===== config.mk =====
export PLATFORM = sky130hd
export DESIGN_NAME = pbfa_div
export DESIGN_NICKNAME = d
export VERILOG_FILES = /design/src/rtl/pbfa_pkg.sv /design/src/rtl/pbfa_div.sv
export SDC_FILE = /design/constraint.sdc
export NUM_CORES = 1
export LEC_CHECK = 0
export BUFFER_PORTS_ARGS = -buffer_cell sky130_fd_sc_hd__buf_2
export CORE_MARGIN = 2
export CORE_UTILIZATION = 25
export CTS_CLUSTER_SIZE = 8
export DETAILED_ROUTE_END_ITERATION = 10
export GPL_ROUTABILITY_DRIVEN = 0
export REMOVE_ABC_BUFFERS = 1
export SLEW_MARGIN = 10
export SYNTH_ARGS = -nofsm -noshare
export SYNTH_HDL_FRONTEND = slang
export SYNTH_SLANG_ARGS = --single-unit

===== constraint.sdc =====
create_clock -name i_clk -period 2.4 [get_ports i_clk]
set_input_delay 0.72 -clock i_clk [delete_from_list [all_inputs] [get_ports i_clk]]
set_output_delay 0.72 -clock i_clk [all_outputs]
set_load 0.005 [all_outputs]

===== src/rtl/pbfa_pkg.sv =====
// Shared constants and types for the packed bit-field array.
package pbfa_pkg;

    localparam int CAP_BITS   = 32768;                 // store capacity in bits
    localparam int WORD_W     = 64;                    // bits per memory word
    localparam int LANES      = WORD_W / 8;            // bytes per word
    localparam int ROWS       = CAP_BITS / (2 * WORD_W); // rows per bank
    localparam int ROW_AW     = $clog2(ROWS);
    localparam int WORD_AW    = ROW_AW + 1;            // word address, bank in LSB
    localparam int OFF_W      = $clog2(WORD_W);        // bit offset inside a word
    localparam int UNIT_W     = 7;
    localparam int COUNT_W    = 16;
    localparam int INDEX_W    = 15;
    localparam int QUOT_W     = $clog2(CAP_BITS) + 1;  // quotient of CAP_BITS / width
    localparam int NBYTE_W    = $clog2(CAP_BITS / 8) + 1;
    localparam int BASE_W     = INDEX_W + UNIT_W;
    localparam int MAX_UNIT   = 64;

    // configuration register indexes
    localparam logic CFG_UNIT_BITS = 1'b0;
    localparam logic CFG_ELEM_CNT  = 1'b1;

    typedef enum logic [2:0] {
        OP_READ  = 3'd0,
        OP_WRITE = 3'd1,
        OP_CLEAR = 3'd2,
        OP_SET   = 3'd3,
        OP_TEST  = 3'd4,
        OP_FILL0 = 3'd5,
        OP_FILL1 = 3'd6
    } t_op;

endpackage


===== src/rtl/pbfa_div.sv =====
// Restoring divider: capacity in bits over the element width, one bit a cycle.
module pbfa_div
    import pbfa_pkg::*;
(
    input  logic                 i_clk,
    input  logic                 i_rst_n,
    input  logic                 i_start,
    input  logic [UNIT_W-1:0]    i_divisor,
    output logic                 o_done,
    output logic [QUOT_W-1:0]    o_quot
);

    localparam int CNT_W = $clog2(QUOT_W + 1);

    logic [QUOT_W-1:0] r_dvd;
    logic [QUOT_W-1:0] r_quot;
    logic [UNIT_W-1:0] r_rem;
    logic [UNIT_W-1:0] r_div;
    logic [CNT_W-1:0]  r_cnt;
    logic              r_run;
    logic              r_done;

    logic [UNIT_W:0]   w_trial;
    logic              w_fit;

    assign w_trial = {r_rem, r_dvd[QUOT_W-1]};
    assign w_fit   = (w_trial >= {1'b0, r_div});

    always_ff @(posedge i_clk) begin
        if (!i_rst_n) begin
            r_run  <= 1'b0;
            r_done <= 1'b0;
            r_cnt  <= '0;
        end else begin
            r_done <= 1'b0;
            if (i_start) begin
                r_run <= 1'b1;
                r_cnt <= CNT_W'(QUOT_W);
            end else if (r_run) begin
                r_cnt <= r_cnt - 1'b1;
                if (r_cnt == CNT_W'(1)) begin
                    r_run  <= 1'b0;
                    r_done <= 1'b1;
                end
            end
        end
    end

    always_ff @(posedge i_clk) begin
        if (i_start) begin
            r_dvd  <= QUOT_W'(CAP_BITS);
            r_quot <= '0;
            r_rem  <= '0;
            r_div  <= i_divisor;
        end else if (r_run) begin
            r_dvd  <= {r_dvd[QUOT_W-2:0], 1'b0};
            r_quot <= {r_quot[QUOT_W-2:0], w_fit};
            r_rem  <= w_fit ? UNIT_W'(w_trial - {1'b0, r_div}) : w_trial[UNIT_W-1:0];
        end
    end

    assign o_done = r_done;
    assign o_quot = r_quot;

endmodule


# Yosys cells after proc, flatten, opt, wreduce, memory -nomap -nowiden
# Index checks and enable logic that the tools add are counted.
# totals
input_bits,10
wordCells,24
ff_bits,38
output_inout_bits,17
# classes
reduce_logical,3
bitwise,2
n_eq_ne,1
add_sub_neg,2
mux,7
n_lt_le_gt_ge,1
# op_table
operator,n
$mux W5,2
$ge A8 B7 Y1,1
$mux W7,1
$sub A7 B7 Y7,1
$eq A5 B1 Y1 const B,1
$sub A5 B1 Y5 const B,1
$mux W1,4
$reduce_or A3 Y1,1
$not A1 Y1,2
$reduce_bool A2 Y1,1
$reduce_or A2 Y1,1

# Longest topological paths before layout
# Gate-level depths: netlist of run 1.
# logic_depth
ltp_word,4
ltp_mapped,8
depth_no_buf,8

# Worst setup path before layout of run 1
# OpenSTA, ideal clock, no wires.
# synth_timing
path_kind,register to register
from,reg r_dvd[15]
to,reg r_rem[6]
required_ns,2.309
period_less_slack_ns,1.989
n_path_buf,0
stages_incl_launch_ff,9
arrival_time_ns,1.898
path_slack_ns,0.411
setup_ns,0.091
cell_sequence,dfxtp_1 > inv_1 > ha_1 > fa_1 > nand2b_1 > a211oi_2 > nor3_4 > a21o_2 > a311oi_1
# synth_via
elab_chain_len,2
word_cells_on_any_way,3
classes_between,add/sub: 1; order compare: 1; mux: 1
# synth_rtl
element,line_no,text
"start, declared",pbfa_div.sv:15,logic [QUOT_W-1:0] r_dvd;
"start signal, assigned",pbfa_div.sv:51,r_dvd <= QUOT_W'(CAP_BITS);
"start signal, assigned",pbfa_div.sv:56,"r_dvd <= {r_dvd[QUOT_W-2:0], 1'b0};"
$sub A7 B7 Y7 / $ge A8 B7 Y1 (equally long branches),"pbfa_div.sv:58, pbfa_div.sv:27",
$mux W7 (*),pbfa_div.sv:58,"r_rem <= w_fit ? UNIT_W'(w_trial - {1'b0, r_div}) : w_trial[UNIT_W-1:0];"
"end signal, assigned",pbfa_div.sv:58,
"end, declared",pbfa_div.sv:17,logic [UNIT_W-1:0] r_rem;
# Every way passes the cells marked *; elsewhere a longest branch is shown, timed or not.
# A chain may end at the register's enable or synchronous reset.

# Worst setup path in the final report of run 1
# Same ends and word-level chain as after synthesis.

==> flow_metrics.py, run 1 <==
metrics = {
    "yosys": {
        "synth-edff-count": 7,
        "yosys.area.top_type_share": 0.348,
        "syn-cell-area_mm2": 0.00178,
        "avgSynthCellArea_um2": 9.85,
        "synth_xor_area_frac": 0.0344,
        "synthMuxAreaShare": 0.118,
        "synth_top_family_by_area": "simple AND/OR/NAND/NOR gates",
        "yosysUniqueCellTypes": 39,
        "yosysTopAreaCell": "dfxtp_1",
        "synthArstFlopShare": 0,
        "synth_warnings": 0,
        "synth_simple_gate_area_share": 0.159,
        "synth_compound_area_frac": 0.105,
        "synth_flop_cell": "dfxtp_1",
        "synth_cells": 181,
        "synthAdderAreaFrac": 0.0744,
        "ys_top_cells_by_area": "dfxtp_1, edfxtp_1, mux2i_1, nor2_1, ha_1",
        "ys_seq_area_frac": 0.466,
        "ys_ff_latch": 38,
    },
    "route": {
        "avgRoutedWirePerCell_um": 10.9,
        "drt_wl_total_um": 3330,
        "drt_iter0_drc": 66,
        "vias": 1321,
        "drt_drc_violations_left": 0,
        "ant_nets": 0,
        "first_pass_iters": 4,
        "via_per_inst": 4.32,
    },
    "global_routing": {
        "overflow": 0,
        "met3_usage": 0.0299,
        "grt_max_degree": 40,
        "use_met2": 0.140,
        "grt_usage": 0.0945,
        "grt_pass1_wl_um": 5680,
        "busiest_layer": "met2",
        "grt_antenna_before_repair": 0,
        "globalRouteMet1Util": 0.123,
        "grt_pass1_vias": 1198,
    },
    "hold_path": {
        "min_path_type": "register to register",
        "hold_start": "r_dvd[15]",
        "hold_depth": 1,
        "min_to": "r_dvd[15]",
    },
    "setup_path": {
        "worstPathRequired_ps": 2590,
        "path_class": "register to register",
        "startpoint": "r_dvd[15]",
        "r2r_cells": 8,
        "arrival_ps": 2340,
        "startpoint_type": "register",
        "r2r_setup_slack_ps": 260,
        "r2r_end": "r_rem[6]",
        "timing.rr.start": "r_dvd[15]",
        "crit_path_end_kind": "register",
        "cp_max_fo": 10,
    },
    "cts": {
        "post_cts_resized": 0,
        "clockBufferDepth": 2,
        "clock_sink_count": 38,
        "cts_hold_buf": 0,
        "clk_pin_slew_ps": 70,
        "insertion_delay_ps": 280,
        "htree_levels": 2,
        "postCtsSetupBuffers": 0,
        "cts_buffers": 5,
        "cts_root_buffer": "clkbuf_8",
        "cts_tree": "built",
    },
    "sta": {
        "worstMarginPinSlew_ps": 736,
        "slew_violations": 0,
        "max_freq_mhz": 467,
        "fin_crit_sh": 0.892,
        "rsz0062_at_grt": "no",
        "finalSetupViolations": 0,
        "slew_headroom": 0.509,
        "finalCriticalPeriod_ps": 2140,
        "finalClockSkew_ps": 4.50,
        "hold_viol": 0,
        "tns_ps": 0,
    },
    "layout": {
        "fin_nets": 229,
        "final_area_mm2": 0.00211,
        "n_antenna_cell": 0,
        "area_delta_synth_final_pct": 18.3,
        "drive_above_1_share": 0.195,
    },
    "power_and_ir_drop": {
        "power_w": 0.00142,
        "power.internal_w": 0.00103,
        "seq_power_share": 0.497,
        "sw_frac_of_total": 0.272,
        "p_switching_w": 0.000385,
        "peakVddDrop_mv": 0.336,
        "pwr-share-clk": 0.303,
        "leakage_nw": 0.904,
        "p_comb_frac": 0.199,
        "p_per_area_mw_per_mm2": 672,
    },
    "die": {
        "row_count": 30,
        "die_area_mm2": 0.00782,
        "io_pins": 27,
        "core-area_mm2": 0.00683,
        "die_h_um": 88.5,
        "start_util": 0.261,
        "die_w_um": 88.5,
    },
    "placement": {
        "dp_hpwl_um": 2410,
        "io_buffers": 26,
        "placed_cell_area_mm2": 0.00202,
    },
    "job": {
        "maxCapViolations": 0,
    },
    "run_status": {
        "status": "completed",
    },
}
==> stage by stage <==
step                      worst slack (ps)   util  hold slack, ps  cells
after global routing                  97.5  0.309             500    306
after global placement                 347  0.296             441    298
final                                  259  0.309             459    306
after floorplan                        191      -             430    174
after CTS                              245  0.309             464    306
after detailed placement               260  0.296             448    298
==> power by group through the flow <==
| stage | clock, W | sequential, W | combinational [W] |
|---|---|---|---|
| floorplan | 0 | 0.000724 | 0.000209 |
| global placement | 0 | 0.000720 | 0.000282 |
| detailed placement | 0 | 0.000720 | 0.000285 |
| CTS | 0.000454 | 0.000706 | 0.000287 |
| global route | 0.000481 | 0.000709 | 0.000315 |
| finish | 0.000430 | 0.000706 | 0.000282 |
==> registers in the layout, indices dropped and copies added, names as in the netlist <==
name and cells:
o_done 1, o_quot 16, r_cnt 5, r_div 7, r_dvd 1, r_rem 7, r_run 1
==> cells in the final DEF, fill, tap and decap left out, types with 2 or more instances in the layout <==
| cell | synthesis | routed |
|---|---|---|
| ha_1 | 9 | 9 |
| edfxtp_1 | 7 | 7 |
| a311oi_1 | 2 | 2 |
| clkbuf_8 | 0 | 6 |
| a31oi_1 | 2 | 2 |
| mux2i_1 | 21 | 21 |
| nor2b_1 | 3 | 3 |
| clkinv_1 | 1 | 3 |
| xor2_1 | 3 | 3 |
| xnor2_1 | 4 | 4 |
| inv_1 | 12 | 12 |
| a21oi_1 | 4 | 4 |
| nand2b_1 | 3 | 3 |
| nor2_1 | 31 | 31 |
| buf_2 | 2 | 26 |
| o21ai_0 | 3 | 3 |
| a211oi_1 | 4 | 4 |
| buf_4 | 0 | 2 |
| a21o_1 | 2 | 2 |
| nor3_1 | 10 | 10 |
| dfxtp_1 | 31 | 31 |
| nand2_1 | 5 | 5 |
==> critical path: stages (launching register included) <==
cell	delay, ps
dfxtp_1	330
inv_1	60
ha_1	210
fa_1	400
nand2b_1	210
a211oi_2	270
nor3_4	130
a21o_2	200
a311oi_1	240
==> logic make-up after synthesis <==
| group | after synthesis |
|---|---|
| and+or+nand+nor | 59 |
| DFF | 38 |
| AOI/OAI and AO/OA | 26 |
| muxes | 21 |
| buffers and inverters | 20 |
| adders and majority gates | 10 |
| xor gates and xnor gates | 7 |
==> synthesized netlist by cell type (2+ instances only) <==
cell type,count
nand2_1,5
xor2_1,3
a311oi_1,2
nor3_1,10
a211oi_1,4
nand2b_1,3
ha_1,9
o21ai_0,3
clkbuf_1,4
dfxtp_1,31
nor2_1,31
inv_1,12
a21oi_1,4
xnor2_1,4
buf_2,2
nor2b_1,3
mux2i_1,21
a31oi_1,2
a21o_1,2
edfxtp_1,7
==> layout make-up <==
class | instances | area [um^2]
multi-input combinational | 123 | 875
fill | 763 | 4720
clock inverter | 2 | 7.51
inverter | 13 | 48.8
tap | 96 | 120
clock buffer | 6 | 82.6
timing repair buffer | 28 | 145
sequential | 38 | 831
==> metal layers <==
metal | vias up | share of wire | wire length, um
li1 | 688 | - | -
met1 | 609 | 0.48 | 1590
met2 | 18 | 0.46 | 1550
met3 | 6 | 0.035 | 117
met4 | 0 | 0.023 | 76
met5 | - | 0 | 0
==> how the worst max path moves through the flow <==
stage	endpoint	slack, ps	cells past startpoint
6_report	r_rem[6]	260	8
5_1_grt	r_rem[6]	100	8
4_1_cts	r_rem[5]	250	8
3_5_place_dp	r_rem[5]	260	8
3_3_place_gp	r_rem[6]	350	8
2_1_floorplan	r_cnt[3]	190	4
Power figures use the tool's default switching activity.
==> run 2, diff against run 1 <==
--- a/config.mk
+++ b/config.mk
@@ -11,6 +11,7 @@
 export CTS_CLUSTER_SIZE = 8
 export DETAILED_ROUTE_END_ITERATION = 10
 export GPL_ROUTABILITY_DRIVEN = 0
+export PLACE_DENSITY = 0.51
 export REMOVE_ABC_BUFFERS = 1
 export SLEW_MARGIN = 10
 export SYNTH_ARGS = -nofsm -noshare
==> flow_metrics.py, run 2 (synthesis gave the netlist of run 1 again) <==
metrics = {
    "run_status": {
        "status": "completed",
    },
    "setup_path": {
        "arrival_ps": 2330,
        "worstPathRequired_ps": 2600,
        "crit_path_end_kind": "register",
        "path_class": "register to register",
        "cp_max_fo": 10,
        "startpoint_type": "register",
    },
    "cts": {
        "cts_buffers": 5,
        "cts_root_buffer": "clkbuf_8",
        "clock_sink_count": 38,
        "clockBufferDepth": 2,
        "insertion_delay_ps": 290,
        "cts_tree": "built",
        "post_cts_resized": 0,
        "htree_levels": 2,
        "postCtsSetupBuffers": 0,
        "cts_hold_buf": 0,
        "clk_pin_slew_ps": 80,
    },
    "global_routing": {
        "grt_pass1_wl_um": 5900,
        "grt_max_degree": 40,
        "overflow": 0,
        "grt_pass1_vias": 1248,
        "grt_antenna_before_repair": 0,
        "grt_usage": 0.0977,
    },
    "route": {
        "drt_wl_total_um": 3440,
        "first_pass_iters": 4,
        "vias": 1338,
        "avgRoutedWirePerCell_um": 11.3,
        "via_per_inst": 4.39,
        "drt_iter0_drc": 31,
        "ant_nets": 0,
        "drt_drc_violations_left": 0,
    },
    "die": {
        "die_h_um": 88.5,
        "core-area_mm2": 0.00683,
        "io_pins": 27,
        "start_util": 0.261,
        "row_count": 30,
        "die_w_um": 88.5,
        "die_area_mm2": 0.00782,
    },
    "layout": {
        "n_antenna_cell": 0,
        "num-fill-cells": 763,
        "drive_above_1_share": 0.187,
        "largest_reg_flops": 16,
        "multiInputGateArea_um2": 875,
        "seq_area_um2": 831,
        "area_delta_synth_final_pct": 17.3,
        "fin_nets": 228,
        "final_cell_mix": "nor2_1, dfxtp_1, buf_2, mux2i_1, inv_1",
    },
    "placement": {
        "io_buffers": 26,
        "dp_hpwl_um": 2440,
    },
    "sta": {
        "tns_ps": 0,
        "worstMarginPinSlew_ps": 719,
        "hold_viol": 0,
        "finalSetupViolations": 0,
        "fin_crit_sh": 0.889,
        "slew_violations": 0,
        "rsz0062_at_grt": "no",
        "finalCriticalPeriod_ps": 2130,
        "slew_headroom": 0.521,
        "max_freq_mhz": 469,
        "finalClockSkew_ps": 10.2,
    },
    "job": {
        "maxCapViolations": 0,
    },
    "power_and_ir_drop": {
        "peakVddDrop_mv": 0.342,
        "p_per_area_mw_per_mm2": 671,
        "leakage_nw": 0.892,
        "power_w": 0.00140,
    },
    "hold_path": {
        "min_path_type": "register to register",
    },
}
[run 2: worst paths after layout]
kind,from,end,slack [ps],cells past startpoint
worst max register to register,r_dvd[15],r_rem[5],270,8
worst max-delay path,r_dvd[15],r_rem[5],270,8
worst min register to register,r_dvd[15],r_dvd[15],460,1
worst min-delay path,r_dvd[15],r_dvd[15],460,1
[run 2: metal layers]
layer,GRT usage,share of wire
met5,0,0
met4,0.0413,0.016
met3,0.0252,0.036
met2,0.154,0.46
met1,0.127,0.49
[run 2: power by group]
| group | switching (W) | leakage (nW) | internal [W] |
|---|---|---|---|
| Combinational | 0.000161 | 0.531 | 0.000123 |
| Sequential | 0.0000244 | 0.321 | 0.000683 |
| Clock | 0.000206 | 0.0395 | 0.000206 |
| Total | 0.000391 | 0.892 | 0.00101 |
[run 2: metrics by stage]
step	cell area, um^2	worst slack, ps	hold WS, ps	utilization	std cells
finish	2090	266	457	0.306	305
CTS	2090	240	464	0.306	305
global placement	2010	335	441	0.295	297
floorplan	1750	191	430	-	174
detailed placement	2010	242	448	0.295	297
global route	2090	122	483	0.306	305
[run 2: cell type report]
| class | count | share of cell area |
|---|---|---|
| timing repair buffer | 27 | 0.0658 |
| sequential | 38 | 0.397 |
| clock buffer | 8 | 0.0383 |
| tap | 96 | 0.0574 |
| inverter | 13 | 0.0233 |
| multi-input combinational | 123 | 0.418 |
[run 2: worst max-delay path, cell delays in order, from the launching register on]
cell and delay, ps:
dfxtp_1 330, inv_1 50, ha_1 210, fa_1 390, nand2b_1 200, a211oi_2 290
nor3_4 140, a31o_1 210, a311oi_1 230
